`src/sv/mcf_pkg.sv`:
```
// ----------------------------------------------------------------------------
// mcf_pkg
// Types and constants for the four-count multinomial coefficient block.
// ----------------------------------------------------------------------------
`default_nettype none

package mcf_pkg;

  localparam int CountW       = 8;
  localparam int CountMaxDef  = 255;
  localparam int BaseW        = 10;   // n - k of one binomial, up to 3 * 255
  localparam int KW           = CountW;
  localparam int IdxW         = KW + 1;
  localparam int CoefW        = 63;
  localparam int ProdW        = CoefW + BaseW;
  localparam int CntW         = $clog2(ProdW);
  localparam int NumSeg       = 3;

  localparam logic [CoefW-1:0] CoefMax = '1;

  typedef struct packed {
    logic [CountW-1:0] count_a;
    logic [CountW-1:0] count_c;
    logic [CountW-1:0] count_g;
    logic [CountW-1:0] count_t;
  } item_t;

  typedef struct packed {
    logic [CoefW-1:0] coefficient;
    logic             overflow;
  } result_t;

  // One item as three binomial chains: C(base + k, k) each
  typedef struct packed {
    logic [NumSeg-1:0][BaseW-1:0] base;
    logic [NumSeg-1:0][KW-1:0]    k;
  } job_t;

  typedef enum logic [1:0] {
    SEG_AC  = 2'd0,
    SEG_G   = 2'd1,
    SEG_T   = 2'd2,
    SEG_BAD = 2'd3
  } seg_e;

endpackage

`default_nettype wire

```
`src/sv/multinomial_coefficient_four.sv`:
```
// Multinomial coefficient (a+c+g+t)!/(a!c!g!t!) of four 8-bit counts, exact,
// saturated to 2^63-1 with the overflow flag set when it does not fit. The
// value is built as one running product over three binomial chains; each
// step multiplies by (base + i) and divides exactly by i with a bit-serial
// divider. An item stops at the first step whose value exceeds the limit.
// A two-entry queue takes new items while the back end works, and one
// finished result waits in an output register.
// ----------------------------------------------------------------------------
// multinomial_coefficient_four
// Top level: front classifier, job queue and sequential back end.
// ----------------------------------------------------------------------------
`default_nettype none

module multinomial_coefficient_four import mcf_pkg::*; #(
  parameter int COUNT_MAX = CountMaxDef
) (
  input  logic    clk_i,
  input  logic    rst_ni,
  input  logic    push,
  output logic    full,
  input  item_t   item_i,
  output logic    empty,
  input  logic    pop,
  output result_t result_o
);

  job_t job_in, job_out;
  logic job_valid, job_pop;

  mcf_front #(.COUNT_MAX(COUNT_MAX)) u_front (
    .item_i (item_i),
    .job_o  (job_in)
  );

  mcf_fifo u_fifo (
    .clk_i     (clk_i),
    .rst_ni    (rst_ni),
    .wr_i      (push),
    .wr_data_i (job_in),
    .full_o    (full),
    .rd_i      (job_pop),
    .valid_o   (job_valid),
    .rd_data_o (job_out)
  );

  mcf_back u_back (
    .clk_i       (clk_i),
    .rst_ni      (rst_ni),
    .job_valid_i (job_valid),
    .job_i       (job_out),
    .job_pop_o   (job_pop),
    .empty_o     (empty),
    .pop_i       (pop),
    .result_o    (result_o)
  );

endmodule

`default_nettype wire

```
`src/sv/mcf_front.sv`:
```
// ----------------------------------------------------------------------------
// mcf_front
// Clamps the counts and splits an item into three binomial chains.
// ----------------------------------------------------------------------------
`default_nettype none

module mcf_front import mcf_pkg::*; #(
  parameter int COUNT_MAX = CountMaxDef
) (
  input  item_t item_i,
  output job_t  job_o
);

  logic [CountW-1:0] a, c, g, t;
  logic [BaseW-1:0]  n1, n2, ga, ta;

  function automatic logic [CountW-1:0] clamp(input logic [CountW-1:0] v);
    clamp = (32'(v) > COUNT_MAX) ? CountW'(COUNT_MAX) : v;
  endfunction

  // clamp each count
  assign a = clamp(item_i.count_a);
  assign c = clamp(item_i.count_c);
  assign g = clamp(item_i.count_g);
  assign t = clamp(item_i.count_t);

  assign ga = BaseW'(g);
  assign ta = BaseW'(t);
  assign n1 = BaseW'(a) + BaseW'(c);
  assign n2 = n1 + ga;

  // use the shorter side of each binomial: k = min, base = max
  always_comb begin
    job_o.k[SEG_AC]    = (a < c) ? a : c;
    job_o.base[SEG_AC] = (a < c) ? BaseW'(c) : BaseW'(a);
    job_o.k[SEG_G]     = (ga <= n1) ? g : n1[KW-1:0];
    job_o.base[SEG_G]  = (ga <= n1) ? n1 : ga;
    job_o.k[SEG_T]     = (ta <= n2) ? t : n2[KW-1:0];
    job_o.base[SEG_T]  = (ta <= n2) ? n2 : ta;
  end

endmodule

`default_nettype wire

```
`src/sv/mcf_fifo.sv`:
```
// ----------------------------------------------------------------------------
// mcf_fifo
// Two-entry job queue between front and back.
// ----------------------------------------------------------------------------
`default_nettype none

module mcf_fifo import mcf_pkg::*; (
  input  logic  clk_i,
  input  logic  rst_ni,
  input  logic  wr_i,
  input  job_t  wr_data_i,
  output logic  full_o,
  input  logic  rd_i,
  output logic  valid_o,
  output job_t  rd_data_o
);

  job_t       mem_q [2];
  logic       wr_ptr_q, rd_ptr_q;
  logic [1:0] cnt_q;
  logic       do_wr, do_rd;

  assign full_o    = (cnt_q == 2'd2);
  assign valid_o   = (cnt_q != 2'd0);
  assign rd_data_o = mem_q[rd_ptr_q];
  assign do_wr     = wr_i && !full_o;
  assign do_rd     = rd_i && valid_o;

  // pointers and fill count
  always_ff @(posedge clk_i or negedge rst_ni) begin
    if (!rst_ni) begin
      wr_ptr_q <= 1'b0;
      rd_ptr_q <= 1'b0;
      cnt_q    <= 2'd0;
    end else begin
      if (do_wr) wr_ptr_q <= !wr_ptr_q;
      if (do_rd) rd_ptr_q <= !rd_ptr_q;
      if (do_wr && !do_rd) cnt_q <= cnt_q + 2'd1;
      else if (do_rd && !do_wr) cnt_q <= cnt_q - 2'd1;
    end
  end

  // storage
  always_ff @(posedge clk_i) begin
    if (do_wr) mem_q[wr_ptr_q] <= wr_data_i;
  end

endmodule

`default_nettype wire

```
`src/sv/mcf_back.sv`:
```
// ----------------------------------------------------------------------------
// mcf_back
// Runs the binomial chains: per step one multiply by (base + i), then an
// exact bit-serial divide by i. Holds the result in an output register.
// ----------------------------------------------------------------------------
`default_nettype none

module mcf_back import mcf_pkg::*; (
  input  logic    clk_i,
  input  logic    rst_ni,
  input  logic    job_valid_i,
  input  job_t    job_i,
  output logic    job_pop_o,
  output logic    empty_o,
  input  logic    pop_i,
  output result_t result_o
);

  typedef enum logic [3:0] {
    S_IDLE = 4'b0001,
    S_STEP = 4'b0010,
    S_DIV  = 4'b0100,
    S_DONE = 4'b1000
  } state_e;

  state_e            state_q, state_d;
  job_t              job_q, job_d;
  seg_e              seg_q, seg_d;
  logic [IdxW-1:0]   i_q, i_d;
  logic [CoefW-1:0]  r_q, r_d;
  logic              ovf_q, ovf_d;
  logic [ProdW-1:0]  quo_q, quo_d;
  logic [IdxW-1:0]   rem_q, rem_d;
  logic [CntW-1:0]   cnt_q, cnt_d;
  logic              out_valid_q, out_valid_d;
  result_t           out_q, out_d;

  logic [KW-1:0]     cur_k;
  logic [BaseW-1:0]  cur_base, mult;
  logic [IdxW:0]     rem_sh;
  logic              ge;

  // current chain
  always_comb begin
    unique case (seg_q)
      SEG_AC:  begin cur_k = job_q.k[SEG_AC]; cur_base = job_q.base[SEG_AC]; end
      SEG_G:   begin cur_k = job_q.k[SEG_G];  cur_base = job_q.base[SEG_G];  end
      SEG_T:   begin cur_k = job_q.k[SEG_T];  cur_base = job_q.base[SEG_T];  end
      default: begin cur_k = '0;              cur_base = '0;                 end
    endcase
  end

  assign mult   = cur_base + BaseW'(i_q);
  assign rem_sh = {rem_q, quo_q[ProdW-1]};
  assign ge     = (rem_sh >= {1'b0, i_q});

  assign job_pop_o = (state_q == S_IDLE) && job_valid_i;
  assign empty_o   = !out_valid_q;
  assign result_o  = out_q;

  // sequencer
  always_comb begin
    state_d     = state_q;
    job_d       = job_q;
    seg_d       = seg_q;
    i_d         = i_q;
    r_d         = r_q;
    ovf_d       = ovf_q;
    quo_d       = quo_q;
    rem_d       = rem_q;
    cnt_d       = cnt_q;
    out_d       = out_q;
    out_valid_d = out_valid_q && !pop_i;
    unique case (state_q)
      S_IDLE: begin
        if (job_valid_i) begin
          job_d   = job_i;
          seg_d   = SEG_AC;
          i_d     = IdxW'(1);
          r_d     = CoefW'(1);
          ovf_d   = 1'b0;
          state_d = S_STEP;
        end
      end
      S_STEP: begin
        if (i_q > {1'b0, cur_k}) begin
          // chain finished, move to the next one
          if (seg_q == SEG_T) begin
            state_d = S_DONE;
          end else begin
            seg_d = seg_e'(seg_q + 2'd1);
            i_d   = IdxW'(1);
          end
        end else begin
          quo_d   = ProdW'(r_q) * ProdW'(mult);
          rem_d   = '0;
          cnt_d   = CntW'(ProdW - 1);
          state_d = S_DIV;
        end
      end
      S_DIV: begin
        // restoring divide, one quotient bit a cycle
        rem_d = ge ? IdxW'(rem_sh - {1'b0, i_q}) : rem_sh[IdxW-1:0];
        quo_d = {quo_q[ProdW-2:0], ge};
        cnt_d = cnt_q - CntW'(1);
        if (cnt_q == '0) begin
          if (quo_d[ProdW-1:CoefW] != '0) begin
            ovf_d   = 1'b1;
            state_d = S_DONE;
          end else begin
            r_d     = quo_d[CoefW-1:0];
            i_d     = i_q + IdxW'(1);
            state_d = S_STEP;
          end
        end
      end
      S_DONE: begin
        if (!out_valid_q || pop_i) begin
          out_d.coefficient = ovf_q ? CoefMax : r_q;
          out_d.overflow    = ovf_q;
          out_valid_d       = 1'b1;
          state_d           = S_IDLE;
        end
      end
      default: state_d = S_IDLE;
    endcase
  end

  // control state
  always_ff @(posedge clk_i or negedge rst_ni) begin
    if (!rst_ni) begin
      state_q     <= S_IDLE;
      out_valid_q <= 1'b0;
    end else begin
      state_q     <= state_d;
      out_valid_q <= out_valid_d;
    end
  end

  // datapath
  always_ff @(posedge clk_i) begin
    job_q <= job_d;
    seg_q <= seg_d;
    i_q   <= i_d;
    r_q   <= r_d;
    ovf_q <= ovf_d;
    quo_q <= quo_d;
    rem_q <= rem_d;
    cnt_q <= cnt_d;
    out_q <= out_d;
  end

endmodule

`default_nettype wire

```
`config.mk`:
```
export PLATFORM = sky130hd
export DESIGN_NAME = multinomial_coefficient_four
export DESIGN_NICKNAME = d
export VERILOG_FILES = /design/src/sv/mcf_pkg.sv /design/src/sv/multinomial_coefficient_four.sv /design/src/sv/mcf_front.sv /design/src/sv/mcf_fifo.sv /design/src/sv/mcf_back.sv
export SDC_FILE = /design/constraint.sdc
export NUM_CORES = 2
export LEC_CHECK = 0
export BUFFER_PORTS_ARGS = -buffer_cell sky130_fd_sc_hd__buf_2
export CAP_MARGIN = 10
export CORE_MARGIN = 2
export CORE_UTILIZATION = 30
export CTS_CLUSTER_SIZE = 20
export DETAILED_ROUTE_END_ITERATION = 7
export PLACE_DENSITY = 0.42
export SLEW_MARGIN = 10
export SYNTH_ARGS = -nofsm -noshare
export SYNTH_HDL_FRONTEND = slang
export SYNTH_SLANG_ARGS = --single-unit
```
`constraint.sdc`:
```
create_clock -name clk_i -period 10.9 [get_ports clk_i]
set_input_delay 2.18 -clock clk_i [delete_from_list [all_inputs] [get_ports clk_i]]
set_output_delay 2.18 -clock clk_i [all_outputs]
set_load 0.01 [all_outputs]
```
==> impl_metrics.env <==
export IMPL_status="completed"
export IMPL_drtAntennaViolNets=0
export IMPL_grt_overflow=0
export IMPL_ys_warnings_count=0
export IMPL_cp_end_kind="register"
export IMPL_avgViaCountPerCell=4.643
export IMPL_setup_tns_ns=0
export IMPL_grt_first_pass_wirelength_um=164500
export IMPL_die_area_um2=128600
export IMPL_synth_xor_area_share_pct=2.600
export IMPL_place_gp_congestion=0.8291
export IMPL_die_y_um=358.6
export IMPL_hold_class="register to register"
export IMPL_cts_tree="built"
export IMPL_crit_top_cell="inv_1"
export IMPL_synth_top_family_by_area="adder cells"
export IMPL_skew_ns=0.04249
export IMPL_cap_violations=0
export IMPL_synthArstFlopShare_pct=2.308
export IMPL_ys_seq_area_share_pct=30.92
export IMPL_maxSlewViolCount=0
export IMPL_clk_path_buf_depth=3
export IMPL_synth_simple_area_share_pct=15.33
export IMPL_clk_pin_slew_worst_paths_ns=0.06
export IMPL_finalNetCount=4359
export IMPL_clockRootBuffer="clkbuf_16"
export IMPL_area_growth_pct=10.87
export IMPL_cts_setup_buffers=0
export IMPL_worst_ep_arrival_time_ns=10.44
export IMPL_fmax_ghz=0.09916
export IMPL_route_detailed_drc=0
export IMPL_via_count=24820
export IMPL_critPathKind="register to register"
export IMPL_grt_antenna_before_repair=5
export IMPL_synth_nets=4370
export IMPL_grt_pass1_vias=26860
export IMPL_grt_max_degree=67
export IMPL_cts_htree_levels=2
export IMPL_cts_repair_resized=0
export IMPL_drtIter0Drc=1396
export IMPL_grt_total_usage_pct=16.73
export IMPL_rows=130
export IMPL_synthAdderAreaFrac_pct=32.07
export IMPL_synth_edf_count=381
export IMPL_coreArea_um2=125200
export IMPL_wl_per_cell_um=19.56
export IMPL_cts_inserted_buffers=53
export IMPL_rsz0062_at_grt="no"
export IMPL_crit_slowest_cell="xor2_4"
export IMPL_synthMuxAreaShare_pct=2.928
export IMPL_syn_area_um2=37730
export IMPL_hold_viol=0
export IMPL_start_kind="register"
export IMPL_initial_core_util_pct=30.12
export IMPL_synth_cells=3661
export IMPL_postPlaceCellArea_um2=40010
export IMPL_required_ns=11.26
export IMPL_fin_crit_sh_pct=92.52
export IMPL_dpl_hpwl_um=74590
export IMPL_num_io_pins=102
export IMPL_cpPeakStageDelay_ns=0.58
export IMPL_synth_flop_cell="edfxtp_1"
export IMPL_numClockSinks=390
export IMPL_clkLatencyLatePin_ns=0.67
export IMPL_setup_viol=0
export IMPL_synth_compound_area_share_pct=7.425
export IMPL_die_w_um=358.6
export IMPL_final_area_um2=41830
export IMPL_path_max_fanout=18
export IMPL_tightest_slew_ns=1.124
export IMPL_layout_common_cells="inv_1 (674), fa_1 (489), edfxtp_1 (381)"
export IMPL_relSlewSlack_pct=25.05
export IMPL_drive_gt1_share_pct=11.08
export IMPL_synth_seq_cells=390
export IMPL_port_buffers=101
export IMPL_synth_avg_cell_area_um2=10.31
export IMPL_fin_crit_ns=10.08
export IMPL_ys_types=68
export IMPL_ctsHoldBuffers=0
export IMPL_layout_commonest_cell="inv_1"
export IMPL_wirelength_um=104500
export IMPL_drt_pass1_iterations=5
==> state kept, by name, summed over array words and instances (netlist names) <==
signal / flops
u_back.cnt_q: 7
u_back.i_q: 9
u_back.job_q: 51
u_back.out_valid_q: 1
u_back.ovf_q: 1
u_back.quo_q: 73
u_back.r_q: 63
u_back.rem_q: 9
u_back.result_o: 64
u_back.seg_q: 2
u_back.state_q: 4
u_fifo.cnt_q: 2
u_fifo.mem_q: 102
u_fifo.rd_ptr_q: 1
u_fifo.wr_ptr_q: 1
==> critical path, delay by kind of cell, from the launching register on <==
| kind | cells | cell delay (ns) |
|---|---|---|
| compound gates | 16 | 3.92 |
| fa+ha+maj | 8 | 3.46 |
| buf+inv | 6 | 0.35 |
| xor+xnor | 2 | 0.74 |
| simple gates | 6 | 0.88 |
| flops | 1 | 0.43 |
==> cells by family after synthesis <==
family	after synthesis
AOI/OAI and AO/OA	424
xor gates and xnor gates	112
adders and majority gates	673
buffers and inverters	876
DFF	390
muxes	100
and+or+nand+nor	1086
==> final cells by class <==
type | instances | area [µm²]
Clock inverter | 38 | 454.2
Inverter | 675 | 2534
Multi-Input combinational cell | 2395 | 22940
Fill cell | 12940 | 83410
Clock buffer | 60 | 1353
Tap cell | 1650 | 2064
Antenna cell | 2 | 5.005
Timing Repair Buffer | 135 | 810.8
Sequential cell | 390 | 11670
==> synth_stat cells, drive strengths merged, types with 8 or more instances <==
library cell / n / area share, %
a21o: 95 / 1.9
mux2: 83 / 2.5
mux2i: 17 / 0.45
nor2b: 16 / 0.27
a222oi: 15 / 0.40
nand2: 298 / 3.0
edfxtp: 381 / 30
and3: 71 / 1.2
o21ai: 77 / 1.1
a21oi: 133 / 1.8
nor3: 11 / 0.15
fa: 490 / 26
ha: 183 / 6.1
and2: 360 / 6.0
o21bai: 32 / 0.64
dfrtp: 8 / 0.53
nand2b: 78 / 1.3
xnor2: 76 / 1.8
or2: 72 / 1.2
nor2: 104 / 1.0
a31oi: 8 / 0.13
clkbuf: 196 / 1.9
o21a: 15 / 0.30
inv: 675 / 6.7
xor2: 36 / 0.84
nand4: 32 / 0.53
nand3: 21 / 0.28
==> routing by layer <==
layer  up-vias  global-route usage (%)  share of wire (%)
met5         -                       0                  0
met4         0                   3.450                1.9
met3       102                   2.025                3.7
met2       406                   27.95                 47
met1     12730                   23.30                 47
li1      11580                       -                  -
==> final timing paths <==
kind	start	to	slack (ns)	depth (start not counted)
worst max-delay path	u_back.seg_q[0]	u_back.quo_q[70]	0.82	38
worst min register to register	u_fifo.cnt_q[1]	u_fifo.cnt_q[1]	0.50	1
max in group asynchronous	rst_ni	u_back.state_q[0]	9.22	1
worst max register to register	u_back.seg_q[0]	u_back.quo_q[70]	0.82	38
min in group asynchronous	rst_ni	u_back.state_q[1]	1.38	1
worst min-delay path	u_fifo.cnt_q[1]	u_fifo.cnt_q[1]	0.50	1
==> through the flow <==
stage	worst slack [ns]	hold WS (ns)	util, %	std cells
6_report	0.8157	0.5034	33.40	5345
5_1_grt	0.1481	0.5245	33.40	5343
4_1_cts	0.7318	0.5056	33.39	5343
3_5_place_dp	0.7830	0.4967	31.95	5245
3_3_place_gp	0.9040	0.4978	31.95	5245
2_1_floorplan	2.184	0.4608	-	3661
Power is not shown: default switching activity piles up to over one toggle a cycle in this logic, so the estimate is an artifact.
